### src/rtl/dsa_pkg.sv
// dsa_pkg: shared types and constants of the descriptor slot allocator
// no dependencies
`default_nettype none
package dsa_pkg;
  localparam int unsigned FREE_DEPTH = 1024;
  localparam int unsigned FREE_AW = $clog2(FREE_DEPTH);
  localparam int unsigned FREE_CW = $clog2(FREE_DEPTH + 1);
  localparam int unsigned HW_W = 11;

  localparam logic [1:0] CMD_ALLOC_ANY = 2'd0;
  localparam logic [1:0] CMD_ALLOC_AT = 2'd1;
  localparam logic [1:0] CMD_FREE = 2'd2;
  localparam logic [1:0] CMD_RESET = 2'd3;

  localparam logic [2:0] REG_STRIDE = 3'd0;
  localparam logic [2:0] REG_CPU_BASE = 3'd1;
  localparam logic [2:0] REG_GPU_BASE = 3'd2;
  localparam logic [2:0] REG_GPU_VIS = 3'd3;
  localparam logic [2:0] REG_MAX_COUNT = 3'd4;
  localparam logic [2:0] REG_HEAP_TAG = 3'd5;

  typedef struct packed {
    logic [1:0] command;
    logic [15:0] slot_index;
    logic [63:0] free_cpu_address;
    logic [63:0] free_gpu_address;
    logic [63:0] free_owner_tag;
  } dsa_in_t;

  typedef struct packed {
    logic ok;
    logic [63:0] cpu_address;
    logic [63:0] gpu_address;
    logic [63:0] owner_tag;
    logic has_room;
    logic free_overflow;
  } dsa_out_t;

  typedef struct packed {
    logic [63:0] cpu;
    logic [63:0] gpu;
    logic [63:0] tag;
  } dsa_entry_t;

  // memory port request from the controller
  typedef struct packed {
    logic re;
    logic [FREE_AW-1:0] raddr;
    logic we;
    logic [FREE_AW-1:0] waddr;
    dsa_entry_t wdata;
  } dsa_mem_req_t;
endpackage
`default_nettype wire

### src/rtl/dsa_slot_div.sv
// dsa_slot_div: radix-2 restoring divider, 64-bit dividend by 16-bit divisor
// depends on dsa_pkg
`default_nettype none
module dsa_slot_div
  import dsa_pkg::*;
(
  input  wire logic        clk,
  input  wire logic        rst_n,
  input  wire logic        start,
  input  wire logic [63:0] dividend,
  input  wire logic [15:0] divisor,
  output logic             done,
  output logic [63:0]      quotient
);
  logic [63:0] quo_r, quo_nxt;
  logic [16:0] rem_r, rem_nxt;
  logic [15:0] dvs_r;
  logic [6:0] cnt_r, cnt_nxt;
  logic busy_r, busy_nxt;
  logic done_r, done_nxt;
  logic [16:0] trial;

  // one quotient bit per cycle
  always_comb begin
    quo_nxt = quo_r;
    rem_nxt = rem_r;
    cnt_nxt = cnt_r;
    busy_nxt = busy_r;
    done_nxt = 1'b0;
    trial = {rem_r[15:0], quo_r[63]};
    if (start) begin
      quo_nxt = dividend;
      rem_nxt = '0;
      cnt_nxt = 7'd0;
      busy_nxt = 1'b1;
    end else if (busy_r) begin
      if (trial >= {1'b0, dvs_r}) begin
        rem_nxt = trial - {1'b0, dvs_r};
        quo_nxt = {quo_r[62:0], 1'b1};
      end else begin
        rem_nxt = trial;
        quo_nxt = {quo_r[62:0], 1'b0};
      end
      cnt_nxt = cnt_r + 7'd1;
      if (cnt_r == 7'd63) begin
        busy_nxt = 1'b0;
        done_nxt = 1'b1;
      end
    end
  end

  always_ff @(posedge clk) begin
    if (!rst_n) begin
      busy_r <= 1'b0;
      done_r <= 1'b0;
      cnt_r <= '0;
    end else begin
      busy_r <= busy_nxt;
      done_r <= done_nxt;
      cnt_r <= cnt_nxt;
    end
  end

  always_ff @(posedge clk) begin
    quo_r <= quo_nxt;
    rem_r <= rem_nxt;
    if (start) begin
      dvs_r <= divisor;
    end
  end

  assign done = done_r;
  assign quotient = quo_r;
endmodule
`default_nettype wire

### config.mk
export PLATFORM = sky130hd
export DESIGN_NAME = dsa_slot_div
export DESIGN_NICKNAME = d
export VERILOG_FILES = /design/src/rtl/dsa_pkg.sv /design/src/rtl/dsa_slot_div.sv
export SDC_FILE = /design/constraint.sdc
export NUM_CORES = 1
export LEC_CHECK = 0
export BUFFER_PORTS_ARGS = -buffer_cell sky130_fd_sc_hd__buf_4
export CORE_ASPECT_RATIO = 2
export CORE_MARGIN = 2
export CORE_UTILIZATION = 30
export CTS_CLUSTER_SIZE = 40
export DETAILED_ROUTE_END_ITERATION = 7
export SLEW_MARGIN = 20
export SYNTH_ARGS = -nofsm -noshare
export SYNTH_HDL_FRONTEND = slang
export SYNTH_SLANG_ARGS = --single-unit
### constraint.sdc
create_clock -name clk -period 4 [get_ports clk]
set_clock_uncertainty 0.05 [all_clocks]
set_input_delay 1.2 -clock clk [delete_from_list [all_inputs] [get_ports clk]]
set_output_delay 1.2 -clock clk [all_outputs]
set_load 0.05 [all_outputs]
* Yosys cells after proc, flatten, opt, wreduce, memory -nomap -nowiden
Index checks and enable logic that the tools add are counted.
** Operators by class
- Add/sub/neg operators :: 2
- Magnitude comparators :: 1
- Equal/unequal tests :: 1
- Mux-type cells :: 8
- Bitwise operators :: 2
- Reduce and logical (&&, ||, !) cells :: 3
** Operators by type and width (count)
- 64-bit two-way mux :: 2
- 17-bit by 16-bit >= comparator with 1-bit output :: 1
- 16-bit two-way mux :: 1
- 16-bit subtractor :: 1
- 7-bit by 1-bit adder with 7-bit output, second input constant :: 1
- 7-bit by 6-bit == test with 1-bit output, second input constant :: 1
- 1-bit two-way mux :: 5
- 3-bit OR reduction :: 1
- 1-bit NOT :: 2
- 2-bit nonzero test :: 1
- 2-bit OR reduction :: 1
** Storage, ports and cells
- Register bits :: 105
- Bits of input ports :: 83
- Output and inout bits :: 65
- Logic and storage cells :: 23

* Longest topological paths before layout
- Word-level depth :: 4
- Gate-level depth with buffers :: 11
- Depth with buffers taken out :: 9

* Least setup slack after synthesis
Ideal clock, no wire load.
- Path type :: in2reg
- Start point :: in start
- End point :: reg quo_r[0] (netlist: quotient[0]), enable pin
- Setup time :: 0.693 ns
- Data arrival time :: 2.402 ns
- Data required time :: 3.257 ns
- Setup slack :: 0.855 ns
- Stages on the path :: 2
- Path buffers :: 0
- Cell sequence :: inv_1 -> nand2_1
** On the way
- Cells in the longest elaborated chain, start to end :: 1
** RTL lines
- from (decl) :: line dsa_slot_div.sv:9 : input wire logic start,
- 2-bit nonzero test (no source line)
- to (signal assigned) :: line dsa_slot_div.sv:65 : quo_r <= quo_nxt;
- to (decl) :: line dsa_slot_div.sv:15 : logic [63:0] quo_r, quo_nxt;
Every way passes these cells.
A chain may end at the register's enable or synchronous reset.

* Final worst setup path
- Start point :: reg dvs_r[9]
- End point :: reg rem_r[3]
** On the way
- Cells in the longest elaborated chain, start to end :: 2
** RTL lines
- from (decl) :: line dsa_slot_div.sv:17 : logic [15:0] dvs_r;
- from (signal assigned) :: line dsa_slot_div.sv:68 : dvs_r <= divisor;
- 17-bit by 16-bit >= comparator with 1-bit output :: line dsa_slot_div.sv:37 : if (trial >= {1'b0, dvs_r}) begin
- 16-bit two-way mux :: line dsa_slot_div.sv:37
- to (signal assigned) :: line dsa_slot_div.sv:66 : rem_r <= rem_nxt;
- to (decl) :: line dsa_slot_div.sv:16 : logic [16:0] rem_r, rem_nxt;
Every way passes these cells.

==> results.sh <==
export IMPL_hold_start="cnt_r[6]$_SDFFE_PP0P_"
export IMPL_syn_inst=430
export IMPL_route_detailed_drc=0
export IMPL_hp_class="reg2reg"
export IMPL_routed_via_density=4.989
export IMPL_path_cells="inv_1 -> ha_1 -> nand4_1 -> or4_1 -> and4_1 -> and3_1 -> or4_4 -> a41oi_2"
export IMPL_num_rows=68
export IMPL_synth_ff_type="edfxtp_1"
export IMPL_die_w_um=97.97
export IMPL_clk_latency_ps=350
export IMPL_final_nets=672
export IMPL_design_core_area_mm2=0.01727
export IMPL_synth_edf_count=80
export IMPL_ctsRootBufferMaster="clkbuf_16"
export IMPL_setup_tns_ps=0
export IMPL_arrival_ps=3060
export IMPL_postCtsSetupBuffers=0
export IMPL_clockBufferDepth=2
export IMPL_vias=3921
export IMPL_cts_resized_gates=0
export IMPL_worst_slack_ps=1163
export IMPL_port_buffers=147
export IMPL_crit_path_start_kind="flop"
export IMPL_drive_gt1_frac=0.4115
export IMPL_dpl_cell_count=770
export IMPL_wl_um=13600
export IMPL_drv_cap=0
export IMPL_dr_pass1_iters=4
export IMPL_synth_top_area_frac=0.4535
export IMPL_finalCriticalPeriod_ps=2837
export IMPL_reg2reg_depth=8
export IMPL_finalPower_mw=3.059
export IMPL_fin_util=0.3977
export IMPL_crit_required_ps=4220
export IMPL_tritoncts="done"
export IMPL_regToRegEndpoint="rem_r[3]$_SDFFE_PP0P_"
export IMPL_async_reset_ff_frac=0
export IMPL_ir_worst_vdd_uv=257.4
export IMPL_grt_setup_unrepaired="false"
export IMPL_r2r_start="dvs_r[9]$_DFFE_PP_"
export IMPL_ctsHoldBuffers=0
export IMPL_dieHeight_um=191.9
export IMPL_grt_use_total=0.1452
export IMPL_areaGrowthSynthToFinish_pct=29.66
export IMPL_slew_headroom=0.4941
export IMPL_critPathKind="reg2reg"
export IMPL_post_dp_cell_area_mm2=0.006574
export IMPL_place_congestion=0.9087
export IMPL_hold_end="cnt_r[6]$_SDFFE_PP0P_"
export IMPL_synth_area_leader_cell="edfxtp_1"
export IMPL_cp_end_kind="flop"
export IMPL_critPathMaxFanout=9
export IMPL_fin_cells=786
export IMPL_clkTransAtPathRegs_ps=80
export IMPL_power_leakage_nw=2.758
export IMPL_min_period_over_period=0.7092
export IMPL_antenna_found_initial=0
export IMPL_synth_warnings=0
export IMPL_grt_pass1_wl_um=21450
export IMPL_whs_ps=436.7
export IMPL_clock_sinks=105
export IMPL_max_freq_mhz=352.5
export IMPL_numCtsBuffers=9
export IMPL_cp_slowest_cell="or4_4"
export IMPL_outcome="finished clean"
export IMPL_grt_pass1_vias=4174
export IMPL_synth_area_mm2=0.005298
export IMPL_holdPathStages=2
export IMPL_routedWlPerCell_um=17.31
export IMPL_num_fill_cells=1683
export IMPL_synthDistinctLibCells=55
export IMPL_design_die_area_mm2=0.01880
export IMPL_dp_hpwl_um=10020
export IMPL_pin_count=148
export IMPL_grt_start_max_net_pins=99
export IMPL_drv_slew=0
export IMPL_n_antenna_cell=0
export IMPL_critPathBufInv=1
export IMPL_dp_slack_ps=1161
export IMPL_ys_seq_area_frac=0.5479
export IMPL_power_density_mw_per_mm2=445.3
export IMPL_avgSynthCellArea_um2=12.32
export IMPL_finalSetupViolCount=0
export IMPL_worst_pin_slew_ps=756.1
export IMPL_final_cell_area_mm2=0.006869
export IMPL_synthTopCellsByArea="edfxtp_1 45%, mux2_2 14%, dfxtp_1 9.4%"
export IMPL_rrSetupSlack_ps=1160
export IMPL_htreeDepth=3
export IMPL_synth_nets=531
export IMPL_hold_viol_final=0
export IMPL_crit_family="simple AND/OR/NAND/NOR gates"
export IMPL_start_util=0.3067
export IMPL_synth_seq_cells=105
export IMPL_cp_slowest_stage_delay_ps=560
export IMPL_antenna_left=0
export IMPL_multi_input_area_mm2=0.002148
export IMPL_grt_overflow=0
export IMPL_drtIter0Drc=159
export IMPL_seqCellArea_mm2=0.002903
kinds of logic after synthesis:
family / after synthesis / share of synthesized area
compound gates: 82 / 0.1042
xor+xnor: 12 / 0.01984
fa+ha+maj: 18 / 0.04393
buf+inv: 46 / 0.04700
flops: 105 / 0.5479
mux: 70 / 0.1474
simple gates: 97 / 0.08975
sequential cells by signal (all words and copies together), names as in the netlist:
register	flops
done	1
rem_r	16
busy_r	1
quotient	64
cnt_r	7
dvs_r	16
area by class of cell:
cell class | instances | share of cell area
clock buffers | 10 | 0.03333
well taps | 210 | 0.03825
clock inverters | 6 | 0.009654
multi-input cells | 279 | 0.3128
flip-flops and latches | 105 | 0.4226
inverters | 23 | 0.01257
repair buffers | 153 | 0.1709
worst max-delay path by stage:
stage / startpoint / endpoint / slack [ps] / cells past startpoint
floorplan: start / quotient[0]$_DFFE_PP_ / 860 / 2
finish: dvs_r[9]$_DFFE_PP_ / rem_r[3]$_SDFFE_PP0P_ / 1160 / 8
global route: dvs_r[9]$_DFFE_PP_ / rem_r[0]$_SDFFE_PP0P_ / 1010 / 9
global placement: start / quotient[23]$_DFFE_PP_ / 1180 / 4
CTS: dvs_r[9]$_DFFE_PP_ / rem_r[3]$_SDFFE_PP0P_ / 1160 / 8
detailed placement: start / quotient[23]$_DFFE_PP_ / 1160 / 4
routing by layer:
layer,routed length (µm),track usage,share of wire,vias to the layer above
met2,7502,0.2777,0.55,127
li1,-,-,-,1904
met1,4868,0.1456,0.36,1867
met4,374,0.06197,0.027,0
met5,0,0,0,-
met3,856,0.03748,0.063,23
synthesized netlist by cell type (3+ instances only):
cell / instances
buf_6: 6
nor3_1: 5
mux2_2: 64
mux2i_1: 6
or3_1: 3
ha_1: 17
xnor2_1: 7
edfxtp_1: 80
o21ai_0: 17
dfxtp_1: 25
o21a_1: 3
inv_1: 22
nand3_1: 10
xor2_1: 5
clkbuf_1: 10
nand2_1: 21
nand4_1: 6
a31oi_1: 3
a211oi_1: 9
o211ai_1: 3
o21bai_1: 3
a21oi_1: 21
nand2b_1: 7
nor2_1: 31
and3_1: 5
a311oi_1: 5
power by group:
part | switching [mW] | internal (mW)
combinational | 0.509 | 0.306
sequential | 0.0544 | 1.29
clock | 0.409 | 0.487
total | 0.972 | 2.09
tightest hold or removal path, cell delays in order, from the launching register on:
cell,delay (ps)
dfxtp_1,320
o21ai_0,70
a21oi_1,60
layout by cell type (no fill, tap or decap), types with 5 or more instances in the layout:
cell type,n
o21ai_0,17
inv_1,22
dfxtp_1,25
ha_1,17
edfxtp_1,80
nand3_1,10
nand2_1,20
nor3_1,5
nor2_1,31
a311oi_1,5
nand2b_1,7
xor2_1,5
clkbuf_16,9
a211oi_1,9
mux2_2,64
nand4_1,6
a21oi_1,21
xnor2_1,7
mux2i_1,6
buf_4,151
and3_1,5
(Power assumes the default switching activity.)
