[src/rtl/dsa_pkg.sv]
// dsa_pkg: shared types and constants of the descriptor slot allocator
// no dependencies
`default_nettype none
package dsa_pkg;
  localparam int unsigned FREE_DEPTH = 1024;
  localparam int unsigned FREE_AW = $clog2(FREE_DEPTH);
  localparam int unsigned FREE_CW = $clog2(FREE_DEPTH + 1);
  localparam int unsigned HW_W = 11;

  localparam logic [1:0] CMD_ALLOC_ANY = 2'd0;
  localparam logic [1:0] CMD_ALLOC_AT = 2'd1;
  localparam logic [1:0] CMD_FREE = 2'd2;
  localparam logic [1:0] CMD_RESET = 2'd3;

  localparam logic [2:0] REG_STRIDE = 3'd0;
  localparam logic [2:0] REG_CPU_BASE = 3'd1;
  localparam logic [2:0] REG_GPU_BASE = 3'd2;
  localparam logic [2:0] REG_GPU_VIS = 3'd3;
  localparam logic [2:0] REG_MAX_COUNT = 3'd4;
  localparam logic [2:0] REG_HEAP_TAG = 3'd5;

  typedef struct packed {
    logic [1:0] command;
    logic [15:0] slot_index;
    logic [63:0] free_cpu_address;
    logic [63:0] free_gpu_address;
    logic [63:0] free_owner_tag;
  } dsa_in_t;

  typedef struct packed {
    logic ok;
    logic [63:0] cpu_address;
    logic [63:0] gpu_address;
    logic [63:0] owner_tag;
    logic has_room;
    logic free_overflow;
  } dsa_out_t;

  typedef struct packed {
    logic [63:0] cpu;
    logic [63:0] gpu;
    logic [63:0] tag;
  } dsa_entry_t;

  // memory port request from the controller
  typedef struct packed {
    logic re;
    logic [FREE_AW-1:0] raddr;
    logic we;
    logic [FREE_AW-1:0] waddr;
    dsa_entry_t wdata;
  } dsa_mem_req_t;
endpackage
`default_nettype wire

[src/rtl/dsa_ctrl.sv]
// dsa_ctrl: command sequencer for the allocator, owns counts and list walks
// depends on dsa_pkg
`default_nettype none
module dsa_ctrl
  import dsa_pkg::*;
(
  input  wire logic        clk,
  input  wire logic        rst_n,
  input  wire logic        in_valid,
  output logic             in_stall,
  input  wire dsa_in_t     in_data,
  output logic             out_valid,
  input  wire logic        out_stall,
  output dsa_out_t         out_data,
  input  wire logic [15:0] stride,
  input  wire logic [63:0] cpu_base,
  input  wire logic [63:0] gpu_base,
  input  wire logic        gpu_visible,
  input  wire logic [10:0] max_count,
  input  wire logic [63:0] heap_tag,
  output dsa_mem_req_t     mem_req,
  input  wire dsa_entry_t  mem_rdata,
  output logic             div_start,
  output logic [63:0]      div_dividend,
  input  wire logic        div_done,
  input  wire logic [63:0] div_quotient,
  output logic [FREE_CW-1:0] free_count
);
  typedef enum logic [3:0] {
    S_IDLE, S_POP_RD, S_POP_WT, S_SRCH_RD, S_SRCH_WT, S_DIV,
    S_SHIFT_RD, S_SHIFT_WR, S_BUILD_MUL, S_BUILD_ADD, S_DONE
  } state_t;

  state_t state_r, state_nxt;
  logic [HW_W-1:0] hw_r, hw_nxt;
  logic [FREE_CW-1:0] fc_r, fc_nxt;
  logic [FREE_CW-1:0] pos_r, pos_nxt;
  logic [15:0] idx_r, idx_nxt;
  logic [63:0] slot_r, slot_nxt;
  logic [63:0] off_r, off_nxt;
  dsa_entry_t hold_r, hold_nxt;
  dsa_out_t res_r, res_nxt;
  logic out_valid_r, out_valid_nxt;
  dsa_out_t out_r, out_nxt;
  logic [FREE_CW-1:0] pos_inc;

  assign pos_inc = pos_r + 1'b1;

  // sequencer
  always_comb begin
    state_nxt = state_r;
    hw_nxt = hw_r;
    fc_nxt = fc_r;
    pos_nxt = pos_r;
    idx_nxt = idx_r;
    slot_nxt = slot_r;
    off_nxt = off_r;
    hold_nxt = hold_r;
    res_nxt = res_r;
    out_valid_nxt = out_valid_r;
    out_nxt = out_r;
    mem_req = '0;
    div_start = 1'b0;
    div_dividend = mem_rdata.cpu - cpu_base;
    if (out_valid_r && !out_stall) begin
      out_valid_nxt = 1'b0;
    end
    case (state_r)
      S_IDLE: begin
        if (in_valid) begin
          idx_nxt = in_data.slot_index;
          res_nxt = '0;
          case (in_data.command)
            CMD_ALLOC_ANY: begin
              if (fc_r != '0) begin
                pos_nxt = fc_r - 1'b1;
                state_nxt = S_POP_RD;
              end else if ({1'b0, hw_r} + 12'd1 <= {1'b0, max_count}) begin
                slot_nxt = 64'(hw_r);
                hw_nxt = hw_r + 1'b1;
                state_nxt = S_BUILD_MUL;
              end else begin
                state_nxt = S_DONE;
              end
            end
            CMD_ALLOC_AT: begin
              pos_nxt = '0;
              state_nxt = S_SRCH_RD;
            end
            CMD_FREE: begin
              if (fc_r < FREE_CW'(FREE_DEPTH)) begin
                mem_req.we = 1'b1;
                mem_req.waddr = fc_r[FREE_AW-1:0];
                mem_req.wdata.cpu = in_data.free_cpu_address;
                mem_req.wdata.gpu = in_data.free_gpu_address;
                mem_req.wdata.tag = in_data.free_owner_tag;
                fc_nxt = fc_r + 1'b1;
                res_nxt.ok = 1'b1;
              end else begin
                res_nxt.free_overflow = 1'b1;
              end
              state_nxt = S_DONE;
            end
            default: begin
              hw_nxt = '0;
              fc_nxt = '0;
              state_nxt = S_DONE;
            end
          endcase
        end
      end
      // newest entry, no compaction needed
      S_POP_RD: begin
        mem_req.re = 1'b1;
        mem_req.raddr = pos_r[FREE_AW-1:0];
        state_nxt = S_POP_WT;
      end
      S_POP_WT: begin
        res_nxt.ok = 1'b1;
        res_nxt.cpu_address = mem_rdata.cpu;
        res_nxt.gpu_address = mem_rdata.gpu;
        res_nxt.owner_tag = mem_rdata.tag;
        fc_nxt = fc_r - 1'b1;
        state_nxt = S_DONE;
      end
      // walk the list oldest first
      S_SRCH_RD: begin
        if (pos_r < fc_r) begin
          mem_req.re = 1'b1;
          mem_req.raddr = pos_r[FREE_AW-1:0];
          state_nxt = S_SRCH_WT;
        end else if ({1'b0, idx_r} + 17'd1 <= {6'd0, max_count}) begin
          if ({5'd0, idx_r} >= {10'd0, hw_r}) begin
            hw_nxt = HW_W'(idx_r + 16'd1);
          end
          slot_nxt = 64'(idx_r);
          state_nxt = S_BUILD_MUL;
        end else begin
          state_nxt = S_DONE;
        end
      end
      S_SRCH_WT: begin
        hold_nxt = mem_rdata;
        if (stride == '0) begin
          pos_nxt = pos_inc;
          state_nxt = S_SRCH_RD;
        end else begin
          div_start = 1'b1;
          state_nxt = S_DIV;
        end
      end
      S_DIV: begin
        if (div_done) begin
          if (div_quotient == 64'(idx_r)) begin
            res_nxt.ok = 1'b1;
            res_nxt.cpu_address = hold_r.cpu;
            res_nxt.gpu_address = hold_r.gpu;
            res_nxt.owner_tag = hold_r.tag;
            state_nxt = S_SHIFT_RD;
          end else begin
            pos_nxt = pos_inc;
            state_nxt = S_SRCH_RD;
          end
        end
      end
      // compact: move entry pos+1 down to pos
      S_SHIFT_RD: begin
        if (pos_inc < fc_r) begin
          mem_req.re = 1'b1;
          mem_req.raddr = pos_inc[FREE_AW-1:0];
          state_nxt = S_SHIFT_WR;
        end else begin
          fc_nxt = fc_r - 1'b1;
          state_nxt = S_DONE;
        end
      end
      S_SHIFT_WR: begin
        mem_req.we = 1'b1;
        mem_req.waddr = pos_r[FREE_AW-1:0];
        mem_req.wdata = mem_rdata;
        pos_nxt = pos_inc;
        state_nxt = S_SHIFT_RD;
      end
      S_BUILD_MUL: begin
        off_nxt = {32'd0, {16'd0, slot_r[15:0]} * {16'd0, stride}};
        state_nxt = S_BUILD_ADD;
      end
      S_BUILD_ADD: begin
        res_nxt.ok = 1'b1;
        res_nxt.cpu_address = cpu_base + off_r;
        res_nxt.gpu_address = gpu_visible ? gpu_base + off_r : 64'd0;
        res_nxt.owner_tag = heap_tag;
        state_nxt = S_DONE;
      end
      // hand the finished transaction to the result register
      S_DONE: begin
        if (!out_valid_r) begin
          out_nxt = res_r;
          out_nxt.has_room = ({1'b0, hw_r} < {1'b0, max_count}) || (fc_r != '0);
          out_valid_nxt = 1'b1;
          state_nxt = S_IDLE;
        end
      end
      default: state_nxt = S_IDLE;
    endcase
  end

  always_ff @(posedge clk) begin
    if (!rst_n) begin
      state_r <= S_IDLE;
      hw_r <= '0;
      fc_r <= '0;
      out_valid_r <= 1'b0;
    end else begin
      state_r <= state_nxt;
      hw_r <= hw_nxt;
      fc_r <= fc_nxt;
      out_valid_r <= out_valid_nxt;
    end
  end

  always_ff @(posedge clk) begin
    pos_r <= pos_nxt;
    idx_r <= idx_nxt;
    slot_r <= slot_nxt;
    off_r <= off_nxt;
    hold_r <= hold_nxt;
    res_r <= res_nxt;
    out_r <= out_nxt;
  end

  assign in_stall = (state_r != S_IDLE);
  assign out_valid = out_valid_r;
  assign out_data = out_r;
  assign free_count = fc_r;
endmodule
`default_nettype wire

[config.mk]
export PLATFORM = sky130hd
export DESIGN_NAME = dsa_ctrl
export DESIGN_NICKNAME = d
export VERILOG_FILES = /design/src/rtl/dsa_pkg.sv /design/src/rtl/dsa_ctrl.sv
export SDC_FILE = /design/constraint.sdc
export NUM_CORES = 2
export LEC_CHECK = 0
export BUFFER_PORTS_ARGS = -buffer_cell sky130_fd_sc_hd__buf_2
export CORE_AREA = 3 3 454 456
export DETAILED_ROUTE_END_ITERATION = 7
export DIE_AREA = 0 0 457 459
export GPL_ROUTABILITY_DRIVEN = 0
export GPL_TIMING_DRIVEN = 0
export REMOVE_ABC_BUFFERS = 1
export SYNTH_ARGS = -nofsm -noshare
export SYNTH_HDL_FRONTEND = slang
export SYNTH_SLANG_ARGS = --single-unit
[constraint.sdc]
create_clock -name clk -period 20.2 [get_ports clk]
set_input_delay 5.05 -clock clk [delete_from_list [all_inputs] [get_ports clk]]
set_output_delay 5.05 -clock clk [all_outputs]
set_load 0.05 [all_outputs]
======== Word-level counts from Yosys, hierarchy flattened ========
Index checks and enable logic that the tools add are counted.
word-level totals
  logic and storage cells ................. 157
  input bits .............................. 691
  output and inout bits ................... 487
  flip-flop bits (word level) ............. 683
operators by class
  multiply operators ...................... 1
  order comparisons ....................... 7
  bitwise logic cells ..................... 1
  equal/unequal tests ..................... 33
  multiplexer cells ....................... 60
  reduce and logical (&&, ||, !) cells .... 23
  $add $sub $neg .......................... 10
operators by type and width
  cell                                                              number
  193-bit case mux with 4 select lines                              1
  203-bit 2-to-1 mux                                                3
  203-bit case mux with 2 select lines                              1
  193-bit 2-to-1 mux                                                2
  195-bit 2-to-1 mux                                                1
  11-bit 2-to-1 mux                                                 16
  64-bit by 32-bit adder with 64-bit output                         2
  16-bit 2-to-1 mux                                                 6
  11-bit case mux with 2 select lines                               4
  11-bit case mux with 3 select lines                               2
  64-bit by 16-bit == test with 1-bit output                        1
  64-bit 2-to-1 mux                                                 1
  64-bit subtractor                                                 1
  11-bit by 1-bit adder with 11-bit output (second input constant)  4
  11-bit case mux with 4 select lines                               1
  4-bit case mux with 10 select lines                               1
  11-bit < comparator                                               3
  16-bit by 16-bit multiplier with 32-bit output                    1
  16-bit case mux with 2 select lines                               1
  2-bit inequality test (second input constant)                     14
  4-bit 2-to-1 mux                                                  6
  16-bit by 1-bit adder with 17-bit output (second input constant)  1
  17-bit by 11-bit less-or-equal comparator with 1-bit output       1
  4-bit by 3-bit == test with 1-bit output (second input constant)  4
  other kinds (35)                                                  57

======== Longest topological paths before layout ========
  depth after elaboration ................. 7
  gate-level depth with buffers ........... 25
  depth with buffers taken out ............ 24

======== Worst setup path after synthesis ========
Ideal clock, no wire load.
  path kind ............................... register to output
  start ................................... register state_r[0]
  end ..................................... output div_start
  stages on the path, launching flop included .. 6
  arrival ................................. 15,208 ps
  setup slack ............................. -58 ps
  required time ........................... 15,150 ps
  path buffers ............................ 2
  cells stage by stage .................... dfxtp_1 > clkbuf_1 > clkbuf_1 > nor3_1 > nand2_1 > inv_1
between the ends
  cells in the longest elaborated chain, start to end .. 2
RTL lines
  element                                   line             text
  start: declaration                        dsa_ctrl.sv:34   state_t state_r, state_nxt;
  start signal: assignment                  dsa_ctrl.sv:215  state_r <= state_nxt;
  4-bit by 3-bit == test with 1-bit output  dsa_ctrl.sv:68   case (state_r)
  1-bit 2-to-1 mux                          dsa_ctrl.sv:68
  end: declaration                          dsa_ctrl.sv:23   output logic div_start,
No other way between the ends.

======== Final worst setup path ========
  start ................................... input mem_rdata[153] (netlist bit)
  end ..................................... output div_dividend[61]
between the ends
  cells in the longest elaborated chain, start to end .. 1
RTL lines
  element             line            text
  start: declaration  dsa_ctrl.sv:22  input wire dsa_entry_t mem_rdata,
  64-bit subtractor   dsa_ctrl.sv:64  div_dividend = mem_rdata.cpu - cpu_base;
  end: declaration    dsa_ctrl.sv:24  output logic [63:0] div_dividend,
No other way between the ends.

==> flow_summary.json <==
{
  "fillers": 20980,
  "initial_utilization_pct": 22.70,
  "timing.slew.headroom_pct": 10.95,
  "antenna_found_initial": 75,
  "dp.final_hpwl_um": 186600,
  "violations": "DRC",
  "synth-seq-cells": 683,
  "synthSimpleGateAreaFrac_pct": 10.38,
  "drt_iter0_drc": 4732,
  "async_reset_ff_share_pct": 0,
  "finalPower_mw": 8.946,
  "critPathArrivalTime_ns": 9.28,
  "finalNetCount": 6580,
  "required_ns": 15.15,
  "synthAdderAreaFrac_pct": 16.86,
  "hold_path.class": "reg2reg",
  "clock_path_buffers": 3,
  "period_needed_ns": 14.33,
  "yosys_most_used_dff": "edfxtp_1",
  "utilization_pct": 29.15,
  "post_cts.repair.setup_buffers": 0,
  "powerDensity_nw_per_um2": 151.9,
  "netlist_area_um2": 45870,
  "ir_worst_vdd_uv": 172.4,
  "place_area_um2": 55810,
  "synth.distinct_cells": 92,
  "grt_setup_unrepaired": "no",
  "stdcell_area_um2": 58910,
  "cts_root_buf": "clkbuf_16",
  "netlist_instances": 4241,
  "yosys.area.top_type": "edfxtp_1",
  "critPathMostFrequentCell": "buf_2",
  "netlist.area_leader.share_pct": 42.94,
  "drtAntennaViolNets": 0,
  "clk_pin_slew_worst_paths_ns": 0.06,
  "clock-sinks": 683,
  "grt_max_degree": 67,
  "crit_slowest_cell": "nor2_1",
  "clk_latency_ns": 0.73,
  "rows": 165,
  "crit_type": "in2out",
  "synth_top_family_by_area": "compound AO/OA/AOI/OAI gates",
  "fin_crit_sh_pct": 70.92,
  "drv_slew": 0,
  "cts_tree": "built",
  "globalRouteOverflowTotal": 0,
  "synth_compound_area_share_pct": 18.15,
  "cp_max_fo": 5,
  "coreArea_um2": 202100,
  "synthMuxAreaShare_pct": 0.2864,
  "cts_hold_buf": 0,
  "wl_per_cell_um": 27.51,
  "synth-edff-count": 656,
  "via_per_inst": 4.996,
  "synth-xor-area-share_pct": 4.716,
  "status": "finished with violations",
  "syn_to_final_growth_pct": 28.43,
  "max_cap_violations": 0,
  "die_h_um": 459,
  "crit_chain": "buf_2 -> ha_1 -> nand2_1 -> nor2_1 -> a21boi_0 -> o22ai_2 -> o41ai_2 -> a221oi_1 -> a21oi_1 -> a31oi_1 -> xnor2_1 -> buf_2",
  "vias": 40950,
  "grtUsageTotal_pct": 20.50,
  "drt_pass1_iterations": 8,
  "leakage_nw": 25.11,
  "critPathLaunchType": "input port",
  "synth_area_leaders": "edfxtp_1 43%, fa_1 8.6%, ha_1 8.3%",
  "worstMarginPinSlew_ns": 1.333,
  "fin_skew_ns": 0.05216,
  "finalSetupViolations": 0,
  "num_io_pins": 1178,
  "synth-seq-area-share_pct": 44.12,
  "dieWidth_um": 457,
  "cp-end-kind": "primary output",
  "drc": 18,
  "dieArea_um2": 209800,
  "critical-path-top-delay-family": "compound AO/OA/AOI/OAI gates",
  "cts_made_buffers": 86,
  "grt_pass1_wl_um": 306700,
  "yosys-top-cells-count": "656 x edfxtp_1, 455 x inv_1, 303 x ha_1",
  "fmaxAchievable_mhz": 69.80,
  "synth_most_common_cell": "edfxtp_1",
  "grt_pass1_vias": 39910,
  "cpPeakStageDelay_ns": 0.73,
  "crit_buf_inv": 2,
  "drive_above_1_share_pct": 26.79,
  "h-tree-depth": 3,
  "yosys_warnings": 0,
  "port_buffers": 1177,
  "synth_area_per_cell_um2": 10.82,
  "finalWirelength_um": 225500,
  "cts-resized-gates": 0,
  "hold_viol": 0
}
[per-layer routing]
| layer | up-vias | global-route usage (%) | routed length, µm |
|---|---|---|---|
| li1 | 17960 | - | - |
| met1 | 20190 | 23.75 | 82670 |
| met2 | 2354 | 33.98 | 107600 |
| met3 | 402 | 5.469 | 21200 |
| met4 | 36 | 12.21 | 13820 |
| met5 | - | 0 | 236 |
[kinds of logic after synthesis]
family                     count (synthesis)
muxes                                     12
AOI/OAI and AO/OA                       1178
adders and majority gates                500
DFF                                      683
buffers and inverters                    664
and+or+nand+nor                          957
xor gates and xnor gates                 247
[final timing paths]
path	to	slack, ns	depth (start not counted)	start
max reg2reg	off_r[30]	13.00	22	slot_r[6]
max	div_dividend[61]	5.87	12	mem_rdata[153]
min	out_data[84]	0.38	0	res_r[84]
min reg2reg	out_data[84]	0.38	0	res_r[84]
[placed cells by master, fill, tap and decap left out, types with 45 or more instances in the layout]
| cell type | netlist | routed |
|---|---|---|
| buf_2 | 7 | 1178 |
| edfxtp_1 | 656 | 656 |
| inv_1 | 455 | 455 |
| ha_1 | 303 | 303 |
| nand2_1 | 301 | 300 |
| o21ai_0 | 250 | 248 |
| a22o_1 | 203 | 203 |
| a21oi_1 | 199 | 198 |
| fa_1 | 197 | 197 |
| xnor2_1 | 153 | 153 |
| nor2_1 | 149 | 144 |
| and2_1 | 140 | 140 |
| a22oi_1 | 122 | 122 |
| xor2_1 | 94 | 94 |
| clkbuf_16 | 0 | 87 |
| nand3_1 | 75 | 74 |
| a222oi_1 | 71 | 71 |
| a21o_1 | 65 | 65 |
| diode_2 | 0 | 63 |
| nor3_1 | 62 | 58 |
| nor4_1 | 47 | 45 |
[flip-flops by register name, indices dropped and copies added, names as in the netlist]
signal,cells
state_r,4
out_valid,1
idx_r,16
res_r,194
hw_r,11
pos_r,11
hold_r,192
off_r,32
free_count,11
out_data,195
slot_r,16
[where the power goes]
| part | internal [mW] | switching, mW |
|---|---|---|
| Sequential | 2.19 | 0.277 |
| Clock | 0.937 | 0.683 |
| Combinational | 1.79 | 3.07 |
[through the flow]
step / instances / hold WS [ns] / worst slack, ns / setup TNS, ns
4_1_cts: 8133 / 0.4163 / 5.790 / 0
3_5_place_dp: 7973 / 0.4052 / 5.805 / 0
2_1_floorplan: 4032 / 0.4003 / 0.04664 / 0
5_1_grt: 8186 / 0.4188 / 5.749 / 0
3_3_place_gp: 7881 / 0.4030 / -11.94 / -4066.72
6_report: 8196 / 0.3824 / 5.873 / 0
[layout make-up]
cell class	instances	area, µm²	share of cell area, %
Inverter	455	1708	2.899
Clock inverter	55	674.4	1.145
Clock buffer	105	2265	3.844
Antenna cell	63	157.7	0.2676
Timing Repair Buffer	1269	7286	12.37
Sequential cell	683	20240	34.35
Multi-Input combinational cell	2894	23240	39.45
Tap cell	2672	3343	5.675
Note: power is estimated with default switching activity, not from simulation.
